$ cat config.mk
export PLATFORM = sky130hd
export DESIGN_NAME = rau_fifo
export DESIGN_NICKNAME = d
export VERILOG_FILES = /design/src/design/rau_pkg.sv /design/src/design/rau_fifo.sv
export SDC_FILE = /design/constraint.sdc
export NUM_CORES = 1
export LEC_CHECK = 0
export BUFFER_PORTS_ARGS = -buffer_cell sky130_fd_sc_hd__buf_4
export CORE_ASPECT_RATIO = 0.75
export CORE_MARGIN = 3
export CORE_UTILIZATION = 45
export DETAILED_ROUTE_END_ITERATION = 7
export GPL_ROUTABILITY_DRIVEN = 0
export PLACE_DENSITY = 0.81
export RECOVER_POWER = 25
export SLEW_MARGIN = 20
export SYNTH_ARGS = -nofsm -noshare
export SYNTH_HDL_FRONTEND = slang
export SYNTH_SLANG_ARGS = --single-unit
$ cat constraint.sdc
create_clock -name i_clk -period 9 [get_ports i_clk]
set_input_delay 0.45 -clock i_clk [delete_from_list [all_inputs] [get_ports i_clk]]
set_output_delay 0.45 -clock i_clk [all_outputs]
set_load 0.02 [all_outputs]
$ cat src/design/rau_pkg.sv
package rau_pkg;

    localparam int OperandWidth = 32;
    localparam int ProdWidth    = 2 * OperandWidth;

    typedef enum logic [2:0] {
        OP_ADD = 3'd0,
        OP_SUB = 3'd1,
        OP_MUL = 3'd2,
        OP_DIV = 3'd3,
        OP_CMP = 3'd4,
        OP_RED = 3'd5
    } t_opcode;

    localparam logic [1:0] ST_OK      = 2'd0;
    localparam logic [1:0] ST_ZERODEN = 2'd1;
    localparam logic [1:0] ST_DIVZERO = 2'd2;

    localparam logic [1:0] ORD_LESS    = 2'd0;
    localparam logic [1:0] ORD_EQUAL   = 2'd1;
    localparam logic [1:0] ORD_GREATER = 2'd2;

    typedef struct packed {
        logic [2:0]         opcode;
        logic signed [31:0] a_num;
        logic signed [31:0] a_den;
        logic signed [31:0] b_num;
        logic signed [31:0] b_den;
    } t_in_word;

    typedef struct packed {
        logic signed [63:0] res_num;
        logic [61:0]        res_den;
        logic [1:0]         order;
        logic [1:0]         status;
    } t_out_word;

    // classified job passed from front to back
    typedef struct packed {
        t_opcode           opcode;
        logic              direct;   // result needs no reduction
        logic [1:0]        status;
        logic [1:0]        order;
        logic              neg;
        logic [62:0]       mag_num;
        logic [62:0]       mag_den;
    } t_job;

    typedef enum logic [2:0] {
        S_IDLE,
        S_MUL,
        S_CLASS,
        S_PUSH
    } t_front_state;

    typedef enum logic [2:0] {
        B_IDLE,
        B_GCD,
        B_DIVN,
        B_DIVD,
        B_DONE
    } t_back_state;

endpackage

$ cat src/design/rau_fifo.sv
module rau_fifo
    import rau_pkg::*;
(
    input  logic i_clk,
    input  logic i_rst_n,
    input  logic i_wr,
    output logic o_ready,
    input  t_job i_job,
    output logic o_valid,
    input  logic i_rd,
    output t_job o_job
);

    t_job       r_mem [2];
    logic       r_wp, r_rp;
    logic [1:0] r_cnt;

    logic w_wr, w_rd;
    assign o_ready = (r_cnt != 2'd2);
    assign o_valid = (r_cnt != 2'd0);
    assign o_job   = r_mem[r_rp];
    assign w_wr    = i_wr && o_ready;
    assign w_rd    = i_rd && o_valid;

    always_ff @(posedge i_clk) begin
        if (w_wr) r_mem[r_wp] <= i_job;
    end

    always_ff @(posedge i_clk) begin
        if (!i_rst_n) begin
            r_wp  <= 1'b0;
            r_rp  <= 1'b0;
            r_cnt <= 2'd0;
        end else begin
            if (w_wr) r_wp <= ~r_wp;
            if (w_rd) r_rp <= ~r_rp;
            r_cnt <= r_cnt + 2'(w_wr) - 2'(w_rd);
        end
    end

endmodule

* After elaboration in Yosys (flattened, before gate mapping)
Memory sizes are Yosys's and may differ from the RTL's. A register that Yosys moved wholly into a read port is not among the register bits.
Cells that the tools add are included.
** Operators by class
- Reductions and logical operators :: 3
- Equality and inequality tests :: 1
- Bitwise logic cells :: 2
- Multiplexer cells :: 4
- $add $sub $neg :: 2
** Operators with widths (number)
- 1-bit 2-to-1 mux :: 4
- 2-bit by 1-bit adder with 2-bit output :: 1
- 1-bit logical AND :: 2
- 2-bit inequality test (second input constant) :: 1
- 1-bit NOT :: 2
- 2-bit nonzero test :: 1
- 2-bit by 1-bit subtractor with 2-bit output :: 1
** Storage, ports and cells
- Flip-flop bits (word level) :: 4
- Bits of input ports :: 139
- Memories :: 1
- Output and inout bits :: 137
- Word-level logic and storage cells :: 16
- Bits in writable memories :: 270
** Memory list
- r_mem :: words 2, bits a word 135, read ports 1, clocked after Yosys merged registers in 1, write ports 1, line rau_fifo.sv:14 : t_job r_mem [2];

* Depth between registers and ports, before layout
- Word-level depth :: 4
- Gate-level depth with buffers :: 8
- Mapped depth without buffers :: 8

* Worst setup path before layout
OpenSTA, ideal clock, no wires.
- Kind :: reg-to-reg
- Start point :: reg r_cnt[0]
- End point :: mem r_mem[0][0] (netlist name) (enable)
- Required time :: 8.369 ns
- Slack :: 2.005 ns
- Arrival time :: 6.364 ns
- Period minus slack after synthesis :: 6.995 ns
- Cell stages (with the launch flop) :: 4
- Library setup time :: 0.631 ns
- Buffers on the path :: 0
- Path through :: dfxtp_1 nand2b_1 nand2_1 nor2_1
** On the way
- Word-level cells in the longest chain between the ends :: 4
** Ends and longest elaborated chain
- start, declared :: line rau_fifo.sv:16 : logic [1:0] r_cnt;
- start signal, assigned :: line rau_fifo.sv:37 : r_cnt <= r_cnt + 2'(w_wr) - 2'(w_rd);
- 2-bit inequality test :: line rau_fifo.sv:19 : assign o_ready = (r_cnt != 2'd2);
- named net o_ready :: line rau_fifo.sv:7 : output logic o_ready,
- 1-bit logical AND :: line rau_fifo.sv:22 : assign w_wr = i_wr && o_ready;
- 1-bit 2-to-1 mux :: line rau_fifo.sv:26 : if (w_wr) r_mem[r_wp] <= i_job;
- 1-bit 2-to-1 mux (implied by the code) :: line rau_fifo.sv:26
- end, declared :: line rau_fifo.sv:14
The timed path passes the listed nets, and every way through them passes these cells.

==> reports/metrics.cfg <==
[yosys]
synth_seq_area_share_pct=80.7
synth_top_area_share_pct=79.7
synth_area_leaders=edfxtp_1 (80%), mux2_2 (9.4%), mux2_4 (7.4%)
postSynthAreaPerCell_sq_um=22.9
ys_types=18
netlist_area_sq_um=10200
ys_ff_latch=275
syn_nets=585
syn-instance-count=444
yosysWarnings=0
synth_top_cell_by_area=edfxtp_1

[floorplan]
core_sq_um=21600
pin_count=276
die_h_microns=136
die_area_sq_um=24500
dieWidth_microns=180
row_count=46
initial_core_util_pct=47.0

[power_and_ir_drop]
ir_drop_mv=0.196
p_per_area_nw_per_um2=288
leakagePower_nw=4.96

[worst_setup_path]
required_ns=8.55
slowest_delay_ns=0.99
setup.worst_path.end_class=output port
ff2ff_path_depth=5
cp_max_fo=75
cpMaxStageDelayCell=dfxtp_4
cp_common_cell=buf_4
startpoint_type=flip-flop
reg2reg_from=r_cnt[0]$_SDFF_PN0_
regToRegSetupSlack_ns=6.23
critPathKind=reg -> out
cp.arrival_ns=3.14
r2r_end=r_mem[0][92]$_DFFE_PP_
cp_cell_sequence=buf_4, mux2_2, buf_4

[cts]
cts_buffers=27
clock_latency_ns=0.51
cts_hold_buffers=0
htreeDepth=1
clock_sinks=275
cts_resized=0
tritoncts=done
clk_pin_slew_ns=0.06
clock_path_buffers=3
postCtsSetupBuffers=0
clock-root-buffer=clkbuf_16

[sta]
setup_viol=0
fin_crit_sh_pct=39.9
hold_viol_final=0
hold_slack_ns=0.125
setup_ws_ns=5.41
setup_tns_ns=0
rsz0062_at_grt=false
timing.fmax_ghz=0.278
post-route-min-period_ns=3.59
slew_viol_final=0
finClkSkew_ns=0.00478
tightest_slew_ns=1.08
relSlewSlack_pct=28.3

[outcome]
outcome=complete, no violations

[detailed_routing]
via_per_inst=4.89
drc_errors=0
first_pass_iters=4
wl_microns=20200
vias=5094
drt_iter0_markers=265
post_drt_wl_per_cell_microns=19.4
drtAntennaViolNets=0

[cells_and_area]
layout.nets=878
mostFrequentLayoutCells=edfxtp_1 (270), buf_4 (186), mux2_2 (85)
layout_commonest_cell=edfxtp_1
layout.cells.non_filler=1041
diodes=0
syn2layout_area_growth_pct=30.5
drive_gt1_share_pct=57.5
final_area_sq_um=13300
fill_cells=1556

[grt]
grt_pass1_vias=5477
overflow=0
grt_pass1_wl_microns=30500
grt_usage_pct=15.8
antenna_found_initial=0
grt_max_degree=81

[run]
drv_cap=0

[min_path]
min_to=r_mem[0][86]$_DFFE_PP_
worstHoldStart=i_job[86]
hold-path-cell-count=1
hold_path_class=in -> reg

[placed_design]
port_buffers=275
dp_slack_ns=5.95
place_hpwl_microns=13900
place_inst=996
placed_area_sq_um=12500

==> state kept, by name, indices dropped and copies added (netlist names), named ones only <==
register,cells
r_rp,1
r_cnt,2
r_mem,270
r_wp,1
==> critical path, delay by kind of cell, from the launching register on <==
kind / cells / cell delay (ns)
DFF: 1 / 0.99
buffers and inverters: 2 / 1.04
muxes: 1 / 0.43
==> where the power goes <==
part           internal (W)  switching [W]  leakage, nW
combinational      0.000513       0.000554         1.98
clock              0.000631       0.000433        0.414
sequential          0.00161      0.0000850         2.56
total               0.00276        0.00107         4.96
==> cells in the mapped netlist <==
| master | number |
|---|---|
| xnor2_1 | 3 |
| buf_2 | 8 |
| and3_1 | 1 |
| nor2_1 | 1 |
| nand2_1 | 2 |
| o21a_1 | 1 |
| mux2i_1 | 1 |
| edfxtp_1 | 270 |
| or2_2 | 1 |
| mux2_2 | 85 |
| inv_1 | 1 |
| ha_1 | 2 |
| and2_1 | 2 |
| nand2b_1 | 2 |
| buf_6 | 7 |
| dfxtp_1 | 5 |
| mux2_4 | 50 |
| nor2b_1 | 2 |
==> metal layers <==
| layer | global-route usage (%) | part of all wire (%) | vias up |
|---|---|---|---|
| met5 | 0 | 0 | - |
| met4 | 3.95 | 2.2 | 0 |
| met3 | 5.67 | 8.8 | 33 |
| met2 | 26.2 | 49 | 215 |
| met1 | 20.0 | 41 | 2501 |
| li1 | - | - | 2345 |
==> how the worst max path moves through the flow <==
stage	cells after the start	endpoint
floorplan	3	r_mem[0][0]$_DFFE_PP_
global placement	3	o_job[59]
detailed placement	3	o_job[38]
CTS	3	o_job[37]
global route	3	o_job[38]
finish	3	o_job[37]
==> per-stage QoR <==
| step | power, W | util [%] |
|---|---|---|
| final | 0.00383 | 61.3 |
| after global placement | 0.00278 | 57.9 |
| after CTS | 0.00388 | 61.7 |
| after global routing | 0.00399 | 61.3 |
| after floorplan | 0.00241 | - |
| after detailed placement | 0.00281 | 57.9 |
==> area by class of cell <==
cell class	instances	area, sq um	area share, %
Multi-Input combinational cell	153	1850	13.9
Clock buffer	31	691	5.20
Timing Repair Buffer	279	2010	15.2
Inverter	1	3.75	0.0283
Tap cell	288	360	2.71
Clock inverter	14	144	1.08
Sequential cell	275	8210	61.9
==> cells by family after synthesis <==
family                   count (synthesis)  share of synthesized area (%)
flip-flops                             275                           80.7
multiplexers                           136                           16.9
AND/OR/NAND/NOR                         11                          0.603
AO/OA/AOI/OAI                            1                         0.0739
buffers and inverters                   16                           1.21
XOR/XNOR                                 3                          0.258
adder cells (fa/ha/maj)                  2                          0.246
Note: power is estimated with default switching activity, not from simulation.
